<file path="src/hw/rtl/csfw_pkg.sv">
// Shared types, sizes and codes for the counting semaphore with FIFO waiters.
// No dependencies; every other file in hw/rtl imports this package.
package csfw_pkg;

  // wait queue sizing
  localparam int MAX_WAITERS = 16;
  localparam int PTR_W       = $clog2(MAX_WAITERS);
  localparam int CNT_W       = $clog2(MAX_WAITERS + 1);

  // field widths
  localparam int TID_W    = 8;
  localparam int SEM_W    = 8;
  localparam int STATUS_W = 3;
  localparam int DATA_W   = 32;
  localparam int ADDR_W   = 3;
  localparam int REG_IDX_W = 1;

  localparam logic [SEM_W-1:0] SEM_MAX = '1;

  // operation codes
  localparam logic CMD_TAKE = 1'b0;
  localparam logic CMD_GIVE = 1'b1;

  // result status codes
  localparam logic [STATUS_W-1:0] ST_GRANTED   = 3'd0;
  localparam logic [STATUS_W-1:0] ST_BLOCKED   = 3'd1;
  localparam logic [STATUS_W-1:0] ST_RAISED    = 3'd2;
  localparam logic [STATUS_W-1:0] ST_WOKEN     = 3'd3;
  localparam logic [STATUS_W-1:0] ST_FULL      = 3'd4;
  localparam logic [STATUS_W-1:0] ST_SATURATED = 3'd5;

  // register indexes
  localparam logic [REG_IDX_W-1:0] REG_INITIAL_COUNT = 1'b0;

  typedef struct packed {
    logic             cmd;
    logic [TID_W-1:0] thread_id;
  } req_t;

  typedef struct packed {
    logic [STATUS_W-1:0] status;
    logic [TID_W-1:0]    woken_thread;
    logic [SEM_W-1:0]    count_now;
    logic [CNT_W-1:0]    waiters_now;
  } rsp_t;

  // controller to datapath commands
  typedef struct packed {
    logic exec;
    logic load;
  } dp_cmd_t;

endpackage

</file>
<file path="src/hw/rtl/csfw_ctrl.sv">
// Controller: request handshake state machine and configuration write decode.
// Depends on csfw_pkg.
module csfw_ctrl (
  input  logic                          clk,
  input  logic                          rst,
  input  logic                          in_valid,
  output logic                          in_stall,
  output logic                          out_valid,
  input  logic                          out_stall,
  input  logic                          psel,
  input  logic                          penable,
  input  logic                          pwrite,
  input  logic [csfw_pkg::ADDR_W-1:0]   paddr,
  output csfw_pkg::dp_cmd_t             cmd
);
  import csfw_pkg::*;

  localparam logic S_IDLE = 1'b0;
  localparam logic S_HOLD = 1'b1;

  logic                 state;
  logic                 state_next;
  logic                 in_accept;
  logic                 out_accept;
  logic [REG_IDX_W-1:0] reg_idx;

  // a new request may enter while the held result is being taken
  assign out_valid  = (state == S_HOLD);
  assign in_stall   = out_valid && out_stall;
  assign in_accept  = in_valid && !in_stall;
  assign out_accept = out_valid && !out_stall;
  assign reg_idx    = paddr[ADDR_W-1 -: REG_IDX_W];

  // datapath commands
  always_comb begin
    cmd.exec = in_accept;
    cmd.load = 1'b0;
    if (psel && penable && pwrite) begin
      unique case (reg_idx)
        REG_INITIAL_COUNT: cmd.load = 1'b1;
        default:           cmd.load = 1'b0;
      endcase
    end
  end

  // state transitions
  always_comb begin
    state_next = state;
    unique case (state)
      S_IDLE: begin
        if (in_accept) state_next = S_HOLD;
      end
      S_HOLD: begin
        if (!in_accept && out_accept) state_next = S_IDLE;
      end
      default: state_next = S_IDLE;
    endcase
  end

  always_ff @(posedge clk) begin
    if (rst) begin
      state <= S_IDLE;
    end else begin
      state <= state_next;
    end
  end

  a_accept_gives_result: assert property (@(posedge clk) disable iff (rst)
    in_accept |=> out_valid)
    else $error("accepted request produced no result");

  a_taken_drains: assert property (@(posedge clk) disable iff (rst)
    (out_accept && !in_accept) |=> !out_valid)
    else $error("result repeated after being taken");

endmodule

</file>
<file path="src/hw/rtl/csfw_dp.sv">
// Datapath: semaphore count, wait queue storage and pointers, result register.
// Depends on csfw_pkg.
module csfw_dp (
  input  logic                        clk,
  input  logic                        rst,
  input  csfw_pkg::dp_cmd_t           cmd,
  input  csfw_pkg::req_t              req,
  input  logic [csfw_pkg::SEM_W-1:0]  load_value,
  output logic [csfw_pkg::SEM_W-1:0]  initial_count,
  output csfw_pkg::rsp_t              rsp
);
  import csfw_pkg::*;

  logic [SEM_W-1:0] sem_count;
  logic [SEM_W-1:0] sem_count_next;
  logic [PTR_W-1:0] queue_head;
  logic [PTR_W-1:0] queue_head_next;
  logic [PTR_W-1:0] queue_tail;
  logic [PTR_W-1:0] queue_tail_next;
  logic [CNT_W-1:0] waiter_count;
  logic [CNT_W-1:0] waiter_count_next;
  logic [TID_W-1:0] wait_queue [MAX_WAITERS];
  logic             push;
  rsp_t             rsp_next;

  // operation decode and next state
  always_comb begin
    sem_count_next    = sem_count;
    queue_head_next   = queue_head;
    queue_tail_next   = queue_tail;
    waiter_count_next = waiter_count;
    push              = 1'b0;
    rsp_next.status       = ST_GRANTED;
    rsp_next.woken_thread = '0;
    if (cmd.load) begin
      sem_count_next    = load_value;
      queue_head_next   = '0;
      queue_tail_next   = '0;
      waiter_count_next = '0;
    end else if (cmd.exec) begin
      case (req.cmd)
        CMD_TAKE: begin
          if (sem_count != '0) begin
            sem_count_next  = sem_count - 1'b1;
            rsp_next.status = ST_GRANTED;
          end else if (waiter_count == CNT_W'(MAX_WAITERS)) begin
            rsp_next.status = ST_FULL;
          end else begin
            push              = 1'b1;
            queue_tail_next   = (queue_tail == PTR_W'(MAX_WAITERS - 1)) ? '0
                                                                        : queue_tail + 1'b1;
            waiter_count_next = waiter_count + 1'b1;
            rsp_next.status   = ST_BLOCKED;
          end
        end
        default: begin
          if (waiter_count != '0) begin
            rsp_next.woken_thread = wait_queue[queue_head];
            queue_head_next   = (queue_head == PTR_W'(MAX_WAITERS - 1)) ? '0
                                                                        : queue_head + 1'b1;
            waiter_count_next = waiter_count - 1'b1;
            rsp_next.status   = ST_WOKEN;
          end else if (sem_count == SEM_MAX) begin
            rsp_next.status = ST_SATURATED;
          end else begin
            sem_count_next  = sem_count + 1'b1;
            rsp_next.status = ST_RAISED;
          end
        end
      endcase
    end
    rsp_next.count_now   = sem_count_next;
    rsp_next.waiters_now = waiter_count_next;
  end

  // control state
  always_ff @(posedge clk) begin
    if (rst) begin
      sem_count     <= '0;
      queue_head    <= '0;
      queue_tail    <= '0;
      waiter_count  <= '0;
      initial_count <= '0;
    end else begin
      sem_count    <= sem_count_next;
      queue_head   <= queue_head_next;
      queue_tail   <= queue_tail_next;
      waiter_count <= waiter_count_next;
      if (cmd.load) initial_count <= load_value;
    end
  end

  // queue storage and result register
  always_ff @(posedge clk) begin
    if (push) wait_queue[queue_tail] <= req.thread_id;
    if (cmd.exec && !cmd.load) rsp <= rsp_next;
  end

  a_waiters_bounded: assert property (@(posedge clk) disable iff (rst)
    waiter_count <= CNT_W'(MAX_WAITERS))
    else $error("waiter count beyond queue depth");

  a_waiters_need_zero_count: assert property (@(posedge clk) disable iff (rst)
    (waiter_count != '0) |-> (sem_count == '0))
    else $error("threads waiting while count is nonzero");

  a_result_matches_state: assert property (@(posedge clk) disable iff (rst)
    (cmd.exec && !cmd.load) |=>
      (rsp.count_now == sem_count) && (rsp.waiters_now == waiter_count))
    else $error("result does not reflect updated state");

endmodule

</file>
<file path="src/hw/rtl/counting_semaphore_fifo_waiters.sv">
// Counting semaphore with a FIFO of blocked thread ids. Each request (take or
// give) is executed in the cycle it is accepted and its result is registered,
// so the result is offered on the following cycle. A new request is accepted
// whenever the output register is empty or being taken in the same cycle, so
// one request per cycle is sustained while out_stall stays low; a held result
// stalls the input. The wait queue holds up to 16 thread ids in flip-flops.
// Writing register 0 (initial_count) reloads the count and empties the queue.
// Depends on csfw_pkg, csfw_ctrl and csfw_dp.
module counting_semaphore_fifo_waiters (
  input  logic                           clk,
  input  logic                           rst,
  input  logic                           in_valid,
  output logic                           in_stall,
  input  csfw_pkg::req_t                 in_req,
  output logic                           out_valid,
  input  logic                           out_stall,
  output csfw_pkg::rsp_t                 out_rsp,
  input  logic                           psel,
  input  logic                           penable,
  input  logic                           pwrite,
  input  logic [csfw_pkg::ADDR_W-1:0]    paddr,
  input  logic [csfw_pkg::DATA_W-1:0]    pwdata,
  output logic [csfw_pkg::DATA_W-1:0]    prdata,
  output logic                           pready
);
  import csfw_pkg::*;

  dp_cmd_t          cmd;
  logic [SEM_W-1:0] initial_count;

  assign pready = 1'b1;

  // register read decode
  always_comb begin
    unique case (paddr[ADDR_W-1 -: REG_IDX_W])
      REG_INITIAL_COUNT: prdata = DATA_W'(initial_count);
      default:           prdata = '0;
    endcase
  end

  csfw_ctrl u_ctrl (
    .clk       (clk),
    .rst       (rst),
    .in_valid  (in_valid),
    .in_stall  (in_stall),
    .out_valid (out_valid),
    .out_stall (out_stall),
    .psel      (psel),
    .penable   (penable),
    .pwrite    (pwrite),
    .paddr     (paddr),
    .cmd       (cmd)
  );

  csfw_dp u_dp (
    .clk           (clk),
    .rst           (rst),
    .cmd           (cmd),
    .req           (in_req),
    .load_value    (pwdata[SEM_W-1:0]),
    .initial_count (initial_count),
    .rsp           (out_rsp)
  );

endmodule
</file>
<file path="config.mk">
export PLATFORM = sky130hd
export DESIGN_NAME = counting_semaphore_fifo_waiters
export DESIGN_NICKNAME = d
export VERILOG_FILES = /design/src/hw/rtl/csfw_pkg.sv /design/src/hw/rtl/csfw_ctrl.sv /design/src/hw/rtl/csfw_dp.sv /design/src/hw/rtl/counting_semaphore_fifo_waiters.sv
export SDC_FILE = /design/constraint.sdc
export NUM_CORES = 1
export LEC_CHECK = 0
export BUFFER_PORTS_ARGS = -buffer_cell sky130_fd_sc_hd__buf_4
export CAP_MARGIN = 20
export CORE_UTILIZATION = 40
export DETAILED_ROUTE_END_ITERATION = 16
export GPL_TIMING_DRIVEN = 0
export PLACE_DENSITY = 0.59
export SKIP_CTS_REPAIR_TIMING = 1
export SLEW_MARGIN = 10
export SYNTH_ARGS = -nofsm -noshare
export SYNTH_HDL_FRONTEND = slang
export SYNTH_SLANG_ARGS = --single-unit
export TNS_END_PERCENT = 5
</file>
<file path="constraint.sdc">
create_clock -name clk -period 8.9 [get_ports clk]
set_input_delay 0.89 -clock clk [delete_from_list [all_inputs] [get_ports clk]]
set_output_delay 0.89 -clock clk [all_outputs]
set_load 0.02 [all_outputs]
</file>
==> results.md <==
* Synth-to-layout area growth at 18.0%
* Reg-to-Reg Start: u_dp.sem_count[0]
* CTS tree: built
* Final wirelength at 17800 µm
* Buffers on Ports at 57
* Filler cell count at 1710
* Critical path data arrival time at 3730 ps
* Hpwl dp at 12400 µm
* H-tree levels at 4
* Initial Utilization at 41.0%
* Fraction of layout cells with a size suffix above 1 at 28.4%
* Die height at 144 µm
* Max-Cap Viols at 0
* Worst R2R Setup Slack at 5320 ps
* Die Wd at 144 µm
* Setup tns final at 0 ps
* GRT Overall Usage at 18.6%
* Min-Delay Path Class: reg -> reg
* Layout Nets at 707
* Vias in the first global route at 4815
* Critical Path Sink Type: register
* CTS root buf: clkbuf_16
* Wirelength per Cell at 19.3 µm
* Critical Path RT at 9050 ps
* WS Path Type: reg -> reg
* Drt pass-1 iters at 5
* Final non-filler cell total at 924
* Cells after synthesis at 543
* Netlist Area Pre-Place at 8040 µm²
* Main synth FF type: edfxtp_1
* Buf+Inv Stages, Crit Path at 3
* Register area share after synthesis at 64.3%
* Post-route ant nets at 0
* EDFF count, synth at 152
* CP max-delay cell: nor3_1
* Antenna cell count at 0
* Grt total ovfl at 0
* Asr flop ratio synth at 0%
* Crit-path leading delay family: simple AND/OR/NAND/NOR gates
* Post-Syn Area per Cell at 14.8 µm²
* Total power at 1.93 mW
* Finish-stage setup viols at 0
* Pleak at 3.28 nW
* Slew @ Worst Pin at 971 ps
* Clk Latency, worst-skew pair at 440 ps
* Unrepaired setup endpoints after global routing: false
* DR vias/cell at 5.25
* Core area at 19600 µm²
* Placed Instances at 893
* Core Util, Final at 48.4%
* Max VDD drop at 0.000130 V
* # IOs at 110
* Minimum clock period at 3580 ps
* Clock skew at 15.4 ps
* Crit path capture: u_dp.wait_queue[0][7]
* Crit path depth at 9
* Final Wtd Congestion at 0.903
* Synth Warn # at 0
* # rows at 51
* CTS Buf Count at 17
* Initial DRC count at 269
* #FFs+latches synth at 182
* CP max stage delay at 680 ps
* Reg2Reg Depth at 9
* Max FO, Critical Path at 9
* CP cell instances: inv_1 -> ha_1 -> or4b_4 -> nor4_4 -> and2_1 -> buf_6 -> nand3_1 -> nor3_1 -> buf_4
* Slew Limit Fails at 0
* Worst setup SP type: register
* Synth unique cells at 62
* Worst r2r dst: u_dp.wait_queue[0][7]
* Sequential cell area at 5160 µm²
* Rel. slew slack at 34.4%
* Final Hold Fails at 0
* Largest net degree at the start of global routing at 17
* CTS max path bufs at 2
* Initial antenna violation count at 0
* Routed vias at 4851
* First-pass GRT wire length at 27300 µm
* Area of the multi-input gates at 2570 µm²
* Die area at 20700 µm²
* CTS Sinks at 182
* DRC at 0
* Fmax at 279 MHz
* Fin crit share at 40.3%
* Worst setup path start: u_dp.sem_count[0]
* Outcome: completed
* Power density over the cells at 204 nW/µm²
* Clock Pin Slew Worst Setup and Hold Paths at 60 ps
==> flip-flops by register name (all words and copies together) (netlist names) <==
name                cells
u_ctrl.out_valid        1
u_dp.initial_count      8
u_dp.queue_head         4
u_dp.queue_tail         4
u_dp.rsp               24
u_dp.sem_count          8
u_dp.wait_queue       128
u_dp.waiter_count       5
==> area by class of cell <==
cell class,instances,share of cell area [%]
plain buffers,59,3.76
repair buffers,62,4.99
multi-input cells,315,27.1
clock inverters,12,1.28
clock buffers,19,4.56
well taps,265,3.50
flip-flops and latches,182,54.5
inverters,10,0.396
==> per-stage QoR <==
stage / hold slack [ps] / setup WS, ps / instance area, µm²
after CTS: 456 / 5320 / 9480
after global placement: 442 / 5000 / 8880
after global routing: 471 / 5050 / 9480
final: 453 / 5320 / 9480
after floorplan: 432 / 5840 / 8120
after detailed placement: 447 / 5190 / 8930
==> cells in the final DEF, fill, tap and decap left out, types with 5 or more instances in the layout <==
cell type  count
edfxtp_1     152
buf_4         86
mux4_2        40
nor2_1        39
nand2_1       35
dfxtp_1       30
a21oi_1       27
conb_1        25
clkbuf_1      21
clkbuf_16     17
nor3_1        13
o21ai_0       13
nand3_1       11
inv_1         10
nor2b_1       10
and3_1        10
ha_1           9
buf_2          8
and2_1         6
mux2i_1        5
xor2_1         5
==> worst min-delay path, stage by stage (launching register included) <==
cell and delay (ps):
dfxtp_1 310, nand2_1 50, a21oi_1 50
==> Yosys cell counts (3+ instances only) <==
cell | number | area, µm²
mux4_2 | 40 | 901
clkbuf_1 | 19 | 71.3
a31oi_1 | 4 | 25.0
buf_6 | 4 | 45.0
nand3_1 | 11 | 55.1
nor2_1 | 40 | 150
edfxtp_1 | 152 | 4560
or4_1 | 3 | 22.5
a21oi_1 | 27 | 135
nand2b_1 | 4 | 25.0
nand4_1 | 3 | 18.8
and3_1 | 10 | 62.6
and2_1 | 6 | 37.5
a221oi_1 | 3 | 26.3
dfxtp_1 | 30 | 601
nor3_1 | 13 | 65.1
nor2b_1 | 10 | 62.6
buf_4 | 25 | 188
inv_1 | 10 | 37.5
xnor2_1 | 4 | 35.0
o21ai_0 | 13 | 65.1
nand2_1 | 35 | 131
nor4b_1 | 3 | 26.3
xor2_1 | 5 | 43.8
buf_2 | 8 | 40.0
ha_1 | 9 | 113
nor4_1 | 4 | 25.0
mux2i_1 | 5 | 50.1
==> metal layers <==
| layer | up-vias | track usage, % | routed length [µm] |
|---|---|---|---|
| met1 | 2420 | 22.8 | 7460 |
| met5 | - | 0 | 0 |
| met4 | 0 | 8.12 | 513 |
| met2 | 156 | 30.8 | 8920 |
| li1 | 2243 | - | - |
| met3 | 32 | 4.83 | 939 |
==> cell families after synthesis <==
logic type | Yosys count | synth area share, %
XOR/XNOR | 9 | 0.981
other | 2 | 0.0934
AO/OA/AOI/OAI | 71 | 6.15
adder cells (fa/ha/maj) | 9 | 1.40
AND/OR/NAND/NOR | 155 | 10.2
multiplexers | 46 | 12.0
buffers and inverters | 69 | 4.90
flip-flops | 182 | 64.3
==> how the worst min path moves through the flow <==
stage,slack (ps),cells past startpoint,end,start
after floorplan,430,2,u_dp.initial_count[0],u_dp.initial_count[0]
after global placement,440,2,u_dp.initial_count[7],u_dp.initial_count[7]
after detailed placement,450,2,u_dp.initial_count[7],u_dp.initial_count[7]
after CTS,460,2,u_dp.initial_count[3],u_dp.initial_count[3]
after global routing,470,2,u_dp.initial_count[7],u_dp.initial_count[7]
final,450,2,u_dp.initial_count[7],u_dp.initial_count[7]
==> power breakdown <==
| part | switching [mW] | internal, mW |
|---|---|---|
| registers | 0.0128 | 0.948 |
| clock network | 0.329 | 0.390 |
| logic | 0.147 | 0.105 |
| total | 0.489 | 1.44 |
Note: power is estimated with default switching activity, not from simulation.
